File: src/sv/dftn_pkg.sv
// Package of the fork-and-turn token node: codes, widths and the job record that the
// front part hands through the queue to the back part.
// Depends on nothing; every other file of the block takes its names from here.
package dftn_pkg;

  // Number of nodes in the system; node ids and masks stay three and eight bits wide.
  localparam int NODES = 8;
  localparam int MASK_W = 8;
  localparam int ID_W = 3;
  localparam int COUNT_W = 8;

  // Depth of the job queue between the front and back parts.
  localparam int QUEUE_DEPTH = 2;

  // Nodes that exist; bits at or above NODES are dropped from the neighbor mask.
  localparam logic [MASK_W-1:0] SPAN_MASK =
      (NODES >= MASK_W) ? {MASK_W{1'b1}} : MASK_W'((1 << NODES) - 1);

  // Input event kinds.
  localparam logic [1:0] KIND_HUNGER    = 2'd0;
  localparam logic [1:0] KIND_FORK_REQ  = 2'd1;
  localparam logic [1:0] KIND_FORK_ARR  = 2'd2;
  localparam logic [1:0] KIND_TURN_ARR  = 2'd3;

  // Notes that travel with a fork.
  localparam logic [1:0] NOTE_PLAIN = 2'd0;
  localparam logic [1:0] NOTE_ASK   = 2'd1;
  localparam logic [1:0] NOTE_TURN  = 2'd2;

  // Result actions.
  localparam logic [2:0] ACT_NONE    = 3'd0;
  localparam logic [2:0] ACT_ACCESS  = 3'd1;
  localparam logic [2:0] ACT_REQUEST = 3'd2;
  localparam logic [2:0] ACT_FORK    = 3'd3;
  localparam logic [2:0] ACT_TURN    = 3'd4;

  // Configuration register indexes.
  localparam logic [2:0] CFG_NODE_ID   = 3'd0;
  localparam logic [2:0] CFG_NBR_MASK  = 3'd1;
  localparam logic [2:0] CFG_INIT_FORK = 3'd2;
  localparam logic [2:0] CFG_INIT_TURN = 3'd3;
  localparam logic [2:0] CFG_LIMIT     = 3'd4;

  localparam logic [COUNT_W-1:0] LIMIT_RESET = COUNT_W'(10);

  // One classified event, ready to be played out as a list of results.
  typedef struct packed {
    logic               grant;      // access mark comes first
    logic               req;        // every message is a fork request
    logic [MASK_W-1:0]  msg_mask;   // one message per set bit, ascending
    logic [MASK_W-1:0]  fork_mask;  // messages that carry a fork (otherwise a turn)
    logic [1:0]         note;       // note carried by those forks
    logic [COUNT_W-1:0] count;      // access count after the event
  } job_t;

endpackage

File: src/sv/dftn_front.sv
// Front part of the token node: configuration registers, per-neighbor state and the
// classifier that turns one accepted request into a job record.
// Depends on dftn_pkg.
module dftn_front (
  input  logic                         clk_i,
  input  logic                         rst_ni,
  input  logic                         accept_i,
  input  logic [1:0]                   kind_i,
  input  logic [dftn_pkg::ID_W-1:0]    src_i,
  input  logic [1:0]                   note_i,
  input  logic                         cfg_we_i,
  input  logic [2:0]                   cfg_idx_i,
  input  logic [dftn_pkg::MASK_W-1:0]  cfg_wdata_i,
  output logic                         push_o,
  output dftn_pkg::job_t               job_o
);

  logic [dftn_pkg::ID_W-1:0]    node_id_q;
  logic [dftn_pkg::MASK_W-1:0]  nbr_mask_q;
  logic [dftn_pkg::COUNT_W-1:0] limit_q;
  logic                         hungry_q, hungry_d;
  logic [dftn_pkg::MASK_W-1:0]  held_q, held_d;
  logic [dftn_pkg::MASK_W-1:0]  turn_q, turn_d;
  logic [dftn_pkg::MASK_W-1:0]  owed_q, owed_d;
  logic [dftn_pkg::COUNT_W-1:0] count_q, count_d;

  logic [dftn_pkg::MASK_W-1:0]  nb, src_bit, held2, turn2, owed2, pass, fk;
  logic                         below_limit;

  assign nb = nbr_mask_q & dftn_pkg::SPAN_MASK &
              ~(dftn_pkg::MASK_W'(1) << node_id_q);
  assign src_bit = dftn_pkg::MASK_W'(1) << src_i;
  assign below_limit = count_q < limit_q;

  // State that a fork arrival leaves before the access check.
  assign held2 = held_q | src_bit;
  assign turn2 = turn_q | ((note_i == dftn_pkg::NOTE_TURN) ? src_bit : '0);
  assign owed2 = owed_q | ((note_i == dftn_pkg::NOTE_ASK) ? src_bit : '0);
  // Turns handed on after an access, and which of them ride inside an owed fork.
  assign pass = nb & turn2;
  assign fk = pass & owed2;

  always_comb begin
    hungry_d = hungry_q;
    held_d   = held_q;
    turn_d   = turn_q;
    owed_d   = owed_q;
    count_d  = count_q;
    job_o    = '0;
    case (kind_i)
      dftn_pkg::KIND_HUNGER: begin
        if (below_limit) begin
          if ((held_q & nb) == nb) begin
            job_o.grant = 1'b1;
            count_d = count_q + dftn_pkg::COUNT_W'(1);
          end else begin
            hungry_d = 1'b1;
            job_o.req = 1'b1;
            job_o.msg_mask = nb & ~held_q;
          end
        end
      end
      dftn_pkg::KIND_FORK_REQ: begin
        if ((nb & src_bit) != '0) begin
          if (!hungry_q || ((turn_q & src_bit) == '0)) begin
            held_d = held_q & ~src_bit;
            job_o.msg_mask = src_bit;
            job_o.fork_mask = src_bit;
            job_o.note = hungry_q ? dftn_pkg::NOTE_ASK : dftn_pkg::NOTE_PLAIN;
          end else begin
            owed_d = owed_q | src_bit;
          end
        end
      end
      dftn_pkg::KIND_FORK_ARR: begin
        if ((nb & src_bit) != '0) begin
          held_d = held2;
          turn_d = turn2;
          owed_d = owed2;
          if ((held2 & nb) == nb) begin
            job_o.grant = 1'b1;
            if (below_limit) begin
              count_d = count_q + dftn_pkg::COUNT_W'(1);
            end
            hungry_d = 1'b0;
            turn_d = turn2 & ~pass;
            owed_d = owed2 & ~fk;
            held_d = held2 & ~fk;
            job_o.msg_mask = pass;
            job_o.fork_mask = fk;
            job_o.note = dftn_pkg::NOTE_TURN;
          end
        end
      end
      default: begin
        if ((nb & src_bit) != '0) begin
          turn_d = turn_q | src_bit;
        end
      end
    endcase
    job_o.count = count_d;
  end

  assign push_o = accept_i;

  always_ff @(posedge clk_i or negedge rst_ni) begin
    if (!rst_ni) begin
      node_id_q  <= '0;
      nbr_mask_q <= '0;
      limit_q    <= dftn_pkg::LIMIT_RESET;
      hungry_q   <= 1'b0;
      held_q     <= '0;
      turn_q     <= '0;
      owed_q     <= '0;
      count_q    <= '0;
    end else if (cfg_we_i) begin
      case (cfg_idx_i)
        dftn_pkg::CFG_NODE_ID:   node_id_q  <= cfg_wdata_i[dftn_pkg::ID_W-1:0];
        dftn_pkg::CFG_NBR_MASK:  nbr_mask_q <= cfg_wdata_i;
        dftn_pkg::CFG_INIT_FORK: held_q     <= cfg_wdata_i;
        dftn_pkg::CFG_INIT_TURN: turn_q     <= cfg_wdata_i;
        dftn_pkg::CFG_LIMIT:     limit_q    <= cfg_wdata_i;
        default: ;
      endcase
    end else if (accept_i) begin
      hungry_q <= hungry_d;
      held_q   <= held_d;
      turn_q   <= turn_d;
      owed_q   <= owed_d;
      count_q  <= count_d;
    end
  end

endmodule

File: src/sv/dftn_queue.sv
// Short job queue that decouples the classifier from the result walker.
// Depends on dftn_pkg for the job record.
module dftn_queue #(
  parameter int DEPTH = dftn_pkg::QUEUE_DEPTH
) (
  input  logic           clk_i,
  input  logic           rst_ni,
  input  logic           push_i,
  input  dftn_pkg::job_t job_i,
  input  logic           pop_i,
  output dftn_pkg::job_t head_o,
  output logic           empty_o,
  output logic           full_o
);

  localparam int PTR_W = (DEPTH > 1) ? $clog2(DEPTH) : 1;
  localparam int CNT_W = $clog2(DEPTH + 1);

  dftn_pkg::job_t   mem_q [DEPTH];
  logic [PTR_W-1:0] wr_ptr_q, rd_ptr_q;
  logic [CNT_W-1:0] cnt_q;
  logic             do_push, do_pop;

  assign empty_o = (cnt_q == '0);
  assign full_o  = (cnt_q == CNT_W'(DEPTH));
  assign do_push = push_i && !full_o;
  assign do_pop  = pop_i && !empty_o;
  assign head_o  = mem_q[rd_ptr_q];

  always_ff @(posedge clk_i) begin
    if (do_push) begin
      mem_q[wr_ptr_q] <= job_i;
    end
  end

  always_ff @(posedge clk_i or negedge rst_ni) begin
    if (!rst_ni) begin
      wr_ptr_q <= '0;
      rd_ptr_q <= '0;
      cnt_q    <= '0;
    end else begin
      if (do_push) begin
        wr_ptr_q <= (wr_ptr_q == PTR_W'(DEPTH - 1)) ? '0 : wr_ptr_q + PTR_W'(1);
      end
      if (do_pop) begin
        rd_ptr_q <= (rd_ptr_q == PTR_W'(DEPTH - 1)) ? '0 : rd_ptr_q + PTR_W'(1);
      end
      if (do_push && !do_pop) begin
        cnt_q <= cnt_q + CNT_W'(1);
      end else if (do_pop && !do_push) begin
        cnt_q <= cnt_q - CNT_W'(1);
      end
    end
  end

endmodule

File: src/sv/dftn_back.sv
// Back part of the token node: takes one job from the queue and plays it out as a
// run of results, one per cycle, into a registered result port.
// Depends on dftn_pkg.
module dftn_back (
  input  logic                          clk_i,
  input  logic                          rst_ni,
  input  logic                          empty_i,
  input  dftn_pkg::job_t                head_i,
  output logic                          pop_o,
  output logic                          strobe_o,
  output logic [2:0]                    action_o,
  output logic [dftn_pkg::ID_W-1:0]     dest_o,
  output logic [1:0]                    payload_o,
  output logic [dftn_pkg::COUNT_W-1:0]  count_o,
  output logic                          last_o
);

  logic                         active_q, active_d;
  dftn_pkg::job_t               job_q;
  logic                         grant_q, grant_d;
  logic [dftn_pkg::MASK_W-1:0]  rem_q, rem_d, rem_next;
  logic [dftn_pkg::ID_W-1:0]    idx;
  logic                         emit, emit_last;
  logic [2:0]                   emit_act;
  logic [dftn_pkg::ID_W-1:0]    emit_dest;
  logic [1:0]                   emit_note;

  logic                         strobe_q, last_q;
  logic [2:0]                   action_q;
  logic [dftn_pkg::ID_W-1:0]    dest_q;
  logic [1:0]                   payload_q;
  logic [dftn_pkg::COUNT_W-1:0] count_q;

  // Lowest neighbor still waiting for its message.
  always_comb begin
    idx = '0;
    for (int i = dftn_pkg::MASK_W - 1; i >= 0; i--) begin
      if (rem_q[i]) begin
        idx = dftn_pkg::ID_W'(i);
      end
    end
  end
  assign rem_next = rem_q & ~(dftn_pkg::MASK_W'(1) << idx);

  assign pop_o = !active_q && !empty_i;

  always_comb begin
    active_d  = active_q;
    grant_d   = grant_q;
    rem_d     = rem_q;
    emit      = 1'b0;
    emit_last = 1'b0;
    emit_act  = dftn_pkg::ACT_NONE;
    emit_dest = '0;
    emit_note = dftn_pkg::NOTE_PLAIN;
    if (active_q) begin
      emit = 1'b1;
      if (grant_q) begin
        emit_act  = dftn_pkg::ACT_ACCESS;
        grant_d   = 1'b0;
        emit_last = (rem_q == '0);
      end else if (rem_q != '0) begin
        emit_dest = idx;
        if (job_q.req) begin
          emit_act = dftn_pkg::ACT_REQUEST;
        end else if (job_q.fork_mask[idx]) begin
          emit_act  = dftn_pkg::ACT_FORK;
          emit_note = job_q.note;
        end else begin
          emit_act = dftn_pkg::ACT_TURN;
        end
        rem_d     = rem_next;
        emit_last = (rem_next == '0);
      end else begin
        // An event with nothing to report still answers once.
        emit_last = 1'b1;
      end
      if (emit_last) begin
        active_d = 1'b0;
      end
    end else if (!empty_i) begin
      active_d = 1'b1;
      grant_d  = head_i.grant;
      rem_d    = head_i.msg_mask;
    end
  end

  always_ff @(posedge clk_i) begin
    if (pop_o) begin
      job_q <= head_i;
    end
    if (emit) begin
      action_q  <= emit_act;
      dest_q    <= emit_dest;
      payload_q <= emit_note;
      count_q   <= job_q.count;
    end
  end

  always_ff @(posedge clk_i or negedge rst_ni) begin
    if (!rst_ni) begin
      active_q <= 1'b0;
      grant_q  <= 1'b0;
      rem_q    <= '0;
      strobe_q <= 1'b0;
      last_q   <= 1'b0;
    end else begin
      active_q <= active_d;
      grant_q  <= grant_d;
      rem_q    <= rem_d;
      strobe_q <= emit;
      last_q   <= emit && emit_last;
    end
  end

  assign strobe_o  = strobe_q;
  assign action_o  = action_q;
  assign dest_o    = dest_q;
  assign payload_o = payload_q;
  assign count_o   = count_q;
  assign last_o    = last_q;

endmodule

File: src/sv/dining_fork_token_node.sv
// The first result of a request passes the job queue, the back part's job register and the
// result register; the walker gives one result per cycle and loads the next request only
// after the last result of the current one. A request gives one to eight results.
// busy rises only while the two-entry job queue is full.
// Reset (rst_ni, asynchronous, active low) clears the control state; access limit resets to 10.
// Results are strobed for one cycle each; the receiver cannot stall them.
module dining_fork_token_node #(
  parameter int QDEPTH = dftn_pkg::QUEUE_DEPTH
) (
  input  logic                          clk_i,
  input  logic                          rst_ni,
  // Request channel.
  input  logic                          start,
  output logic                          busy,
  input  logic [1:0]                    kind_i,
  input  logic [dftn_pkg::ID_W-1:0]     source_node_i,
  input  logic [1:0]                    fork_note_i,
  // Configuration write port.
  input  logic                          cfg_we_i,
  input  logic [2:0]                    cfg_idx_i,
  input  logic [dftn_pkg::MASK_W-1:0]   cfg_wdata_i,
  // Result channel.
  output logic                          res_strobe_o,
  output logic [2:0]                    action_o,
  output logic [dftn_pkg::ID_W-1:0]     dest_node_o,
  output logic [1:0]                    fork_payload_o,
  output logic [dftn_pkg::COUNT_W-1:0]  accesses_done_o,
  output logic                          last_o
);

  // The front part classifies each request as it is accepted. All per-neighbor state
  // (forks held, turns held, forks owed, hungry flag, access count) is updated at that same
  // edge unless cfg_we_i is high then; one job record captures all outgoing messages.
  logic           accept, push, pop, q_empty, q_full;
  dftn_pkg::job_t job_in, job_head;

  assign accept = start && !busy;
  assign busy   = q_full;

  dftn_front u_front (
    .clk_i       (clk_i),
    .rst_ni      (rst_ni),
    .accept_i    (accept),
    .kind_i      (kind_i),
    .src_i       (source_node_i),
    .note_i      (fork_note_i),
    .cfg_we_i    (cfg_we_i),
    .cfg_idx_i   (cfg_idx_i),
    .cfg_wdata_i (cfg_wdata_i),
    .push_o      (push),
    .job_o       (job_in)
  );

  // The queue lets new requests be taken while earlier ones are still being played out.
  dftn_queue #(
    .DEPTH (QDEPTH)
  ) u_queue (
    .clk_i   (clk_i),
    .rst_ni  (rst_ni),
    .push_i  (push),
    .job_i   (job_in),
    .pop_i   (pop),
    .head_o  (job_head),
    .empty_o (q_empty),
    .full_o  (q_full)
  );

  // The back part emits the access mark first and then one message per neighbor in the
  // job, in ascending order; the final result of each request carries last.
  dftn_back u_back (
    .clk_i     (clk_i),
    .rst_ni    (rst_ni),
    .empty_i   (q_empty),
    .head_i    (job_head),
    .pop_o     (pop),
    .strobe_o  (res_strobe_o),
    .action_o  (action_o),
    .dest_o    (dest_node_o),
    .payload_o (fork_payload_o),
    .count_o   (accesses_done_o),
    .last_o    (last_o)
  );

endmodule

File: config.mk
export PLATFORM = sky130hd
export DESIGN_NAME = dining_fork_token_node
export DESIGN_NICKNAME = d
export VERILOG_FILES = /design/src/sv/dftn_pkg.sv /design/src/sv/dftn_front.sv /design/src/sv/dftn_queue.sv /design/src/sv/dftn_back.sv /design/src/sv/dining_fork_token_node.sv
export SDC_FILE = /design/constraint.sdc
export NUM_CORES = 1
export LEC_CHECK = 0
export BUFFER_PORTS_ARGS = -buffer_cell sky130_fd_sc_hd__buf_2
export CAP_MARGIN = 20
export CELL_PAD_IN_SITES_DETAIL_PLACEMENT = 1
export CELL_PAD_IN_SITES_GLOBAL_PLACEMENT = 2
export CORE_MARGIN = 2
export CORE_UTILIZATION = 40
export DETAILED_ROUTE_END_ITERATION = 16
export PLACE_DENSITY_LB_ADDON = 0.1
export SLEW_MARGIN = 20
export SYNTH_ARGS = -nofsm -noshare
export SYNTH_HDL_FRONTEND = slang
export SYNTH_SLANG_ARGS = --single-unit
File: constraint.sdc
create_clock -name clk_i -period 4 [get_ports clk_i]
set_input_delay 0.8 -clock clk_i [delete_from_list [all_inputs] [get_ports clk_i]]
set_output_delay 0.8 -clock clk_i [all_outputs]
set_load 0.01 [all_outputs]
==> flow_summary_export.csv <==
group,metric,value,unit
cts,clk_latency,0.44,ns
cts,clock-root-buffer,"clkbuf_16",
routing,wl,22.7,mm
status,status,"completed",
timing,slew_violations,0,
timing,setup_tns,0,ns
logic_synthesis,yosys_most_used_dff,"edfxtp_1",
final_layout,nNetsFinal,818,
floorplanning,io_pins,41,
routing,drt_iter0_drc,423,
final_layout,regArea,0.00444,mm^2
timing,hold-worst-slack,0.423,ns
global_routing,grt_pass1_vias,6429,
power_and_ir_drop,p_total,6.56,mW
timing,period_needed,3.25,ns
global_routing,grt_max_degree,69,
setup_path,crit_type,"input port to flip-flop",
global_routing,grt_pass1_wl,36.7,mm
timing,tightest_slew,0.994,ns
setup_path,slowest_delay,0.60,ns
cts,cts-resized-gates,0,
cts,post-cts-setup-buffer-count,0,
setup_path,critPathMaxFanout,21,
timing,final-hold-violation-count,0,
setup_path,endpoint_kind,"flip-flop",
logic_synthesis,synth.avg_cell_area,11.1,um^2
logic_synthesis,synth_edf_count,91,
power_and_ir_drop,peakVddDrop,0.342,mV
timing,rsz0062_at_grt,"false",
final_layout,fillCellCount,2191,
setup_path,path_cells,"buf_2 > or3b_1 > nand4_2 > o2111ai_2 > nor4_2 > nand2_1 > a2111oi_2 > buf_4 > a31oi_1",
logic_synthesis,ys_types,79,
global_routing,grt_overflow,0,
routing,ant_nets,0,
logic_synthesis,synth-seq-area-share,0.540,
final_layout,final_cells,1066,
logic_synthesis,ys.warnings.count,0,
place,pre_cts_ws,0.297,ns
timing,fin_crit_sh,0.813,
timing,relSlewSlack,0.337,
run,max_cap_violations,0,
floorplanning,fp.dieArea,0.0217,mm^2
final_layout,final_cell_mix,"91 x edfxtp_1, 67 x nor2_1, 65 x dfrtp_1, 50 x nand2_1",
final_layout,layout_commonest_cell,"edfxtp_1",
timing,worst_slack,0.750,ns
floorplanning,rows,52,
setup_path,arrival,3.42,ns
routing,wl_per_cell,21.3,um
power_and_ir_drop,p_leak,3.60,nW
logic_synthesis,synth_area,0.00821,mm^2
setup_path,crit_required,4.17,ns
routing,firstDrtPassIters,5,
floorplanning,dieWidth,147,um
setup_path,start_kind,"input port",
floorplanning,core,0.0202,mm^2
final_layout,n_antenna_cell,0,
cts,cts.sink_count,159,
cts,htree_levels,4,
logic_synthesis,ys_ff_latch,159,
final_layout,final_layout_size_suffix_gt1_frac,0.196,
routing,vias,6183,
routing,vias_per_cell,5.80,
global_routing,grt_use_total,0.218,
final_layout,synthToLayoutAreaGrowth,13.2,%
worst_hold_path,hold_class,"flip-flop to flip-flop",
timing,fin_skew,0.00972,ns
logic_synthesis,syn_inst,741,
floorplanning,die_h,147,um
final_layout,fin_util,0.461,
cts,postCtsHoldBufs,0,
place,dp_cells,1034,
setup_path,cp_slowest_cell,"nor4_2",
final_layout,design_area,0.00929,mm^2
cts,cts.reportedPaths.clkPinSlew,0.07,ns
logic_synthesis,syn_nets,776,
timing,fmax,0.308,GHz
place,io_buffers,40,
floorplanning,start_util,0.407,
logic_synthesis,async_flop_share,0.428,
place,dpl_cell_area,0.00869,mm^2
final_layout,multi_input_area,0.00340,mm^2
timing,finalSetupViolations,0,
power_and_ir_drop,power_density,706,mW/mm^2
global_routing,grt_antenna_before_repair,0,
cts,clockBufferDepth,2,
place,place_congestion,0.872,
routing,drc,0,
cts,cts_tree,"yes",
cts,cts-buffers-inserted,17,
place,dpl.hpwl,16.6,mm
==> final cells by class <==
cell class	count	share of cell area
inverter	40	0.0162
timing repair buffer	61	0.0385
sequential	159	0.478
tap	270	0.0363
multi-input combinational	504	0.366
clock buffer	17	0.0458
clock inverter	15	0.0195
==> logic make-up (layout without fill, tap and decap cells) <==
| kind of cell | count (synthesis) | count (layout) | share of synthesized area |
|---|---|---|---|
| multiplexers | 56 | 56 | 0.0753 |
| AO/OA/AOI/OAI | 214 | 214 | 0.179 |
| AND/OR/NAND/NOR | 215 | 215 | 0.133 |
| XOR/XNOR | 5 | 5 | 0.00533 |
| flip-flops | 159 | 159 | 0.540 |
| buffers and inverters | 78 | 133 | 0.0454 |
| adder cells (fa/ha/maj) | 14 | 14 | 0.0210 |
==> Yosys cell counts (all sizes together), types with 4 or more instances <==
| cell | n | area share |
|---|---|---|
| a21o | 5 | 0.0046 |
| ha | 13 | 0.020 |
| o41ai | 7 | 0.0075 |
| nand4 | 7 | 0.0061 |
| nor3 | 12 | 0.0087 |
| nor2 | 69 | 0.032 |
| clkbuf | 28 | 0.016 |
| nand2 | 51 | 0.024 |
| dfrtp | 66 | 0.20 |
| nor2b | 7 | 0.0053 |
| xnor2 | 4 | 0.0043 |
| a32oi | 5 | 0.0053 |
| o2111ai | 4 | 0.0050 |
| or3b | 5 | 0.0053 |
| o221ai | 8 | 0.0085 |
| nand3 | 20 | 0.012 |
| inv | 40 | 0.018 |
| nand3b | 6 | 0.0055 |
| nand2b | 6 | 0.0046 |
| buf | 8 | 0.0078 |
| o22ai | 22 | 0.017 |
| o211ai | 12 | 0.011 |
| mux2i | 22 | 0.027 |
| o21ai | 46 | 0.028 |
| and3 | 4 | 0.0030 |
| a31oi | 26 | 0.021 |
| nor4 | 5 | 0.0046 |
| edfxtp | 91 | 0.33 |
| nor3b | 7 | 0.0070 |
| o21a | 7 | 0.0064 |
| a21oi | 41 | 0.027 |
| or2 | 4 | 0.0030 |
| a22o | 8 | 0.0085 |
| mux2 | 33 | 0.046 |
==> where the power goes <==
group          switching (mW)  internal [mW]
logic                    1.28          0.817
registers               0.423           2.40
clock network           0.791          0.848
total                    2.50           4.06
==> per-layer routing <==
metal	vias up	global-route usage	share of wire	routed length (um)
met3	30	0.0379	0.037	838
met2	153	0.345	0.46	10500
met4	0	0.0808	0.024	547
met1	3111	0.303	0.48	10800
li1	2889	-	-	-
met5	-	0	0	0
==> registers in the layout (all words and copies together) (netlist names), 3 cells and up <==
signal,count
u_front.turn_q,8
u_back.rem_q,8
u_front.nbr_mask_q,8
u_front.limit_q,8
u_back.dest_o,3
u_front.count_q,8
u_front.owed_q,8
u_back.job_q,19
u_back.action_o,3
u_queue.mem_q,56
u_front.node_id_q,3
u_front.held_q,8
u_back.count_o,8
==> critical path, delay by kind of cell <==
family / cells / cell delay (ns)
AOI/OAI and AO/OA: 3 / 0.66
buffers and inverters: 2 / 0.57
and+or+nand+nor: 4 / 1.39
==> worst paths after layout <==
kind | start | endpoint | slack, ns | cells past startpoint
max | source_node_i[2] | u_queue.mem_q[0][7] | 0.75 | 9
min | u_back.job_q[6] | u_back.count_o[6] | 0.42 | 0
max reg2reg | u_front.node_id_q[0] | u_queue.mem_q[0][7] | 0.83 | 8
min reg2reg | u_back.job_q[6] | u_back.count_o[6] | 0.42 | 0
max in group asynchronous | rst_ni | u_queue.rd_ptr_q | 2.70 | 2
min in group asynchronous | rst_ni | u_front.limit_q[5] | 0.60 | 2
Note: power is estimated with default switching activity, not from simulation.
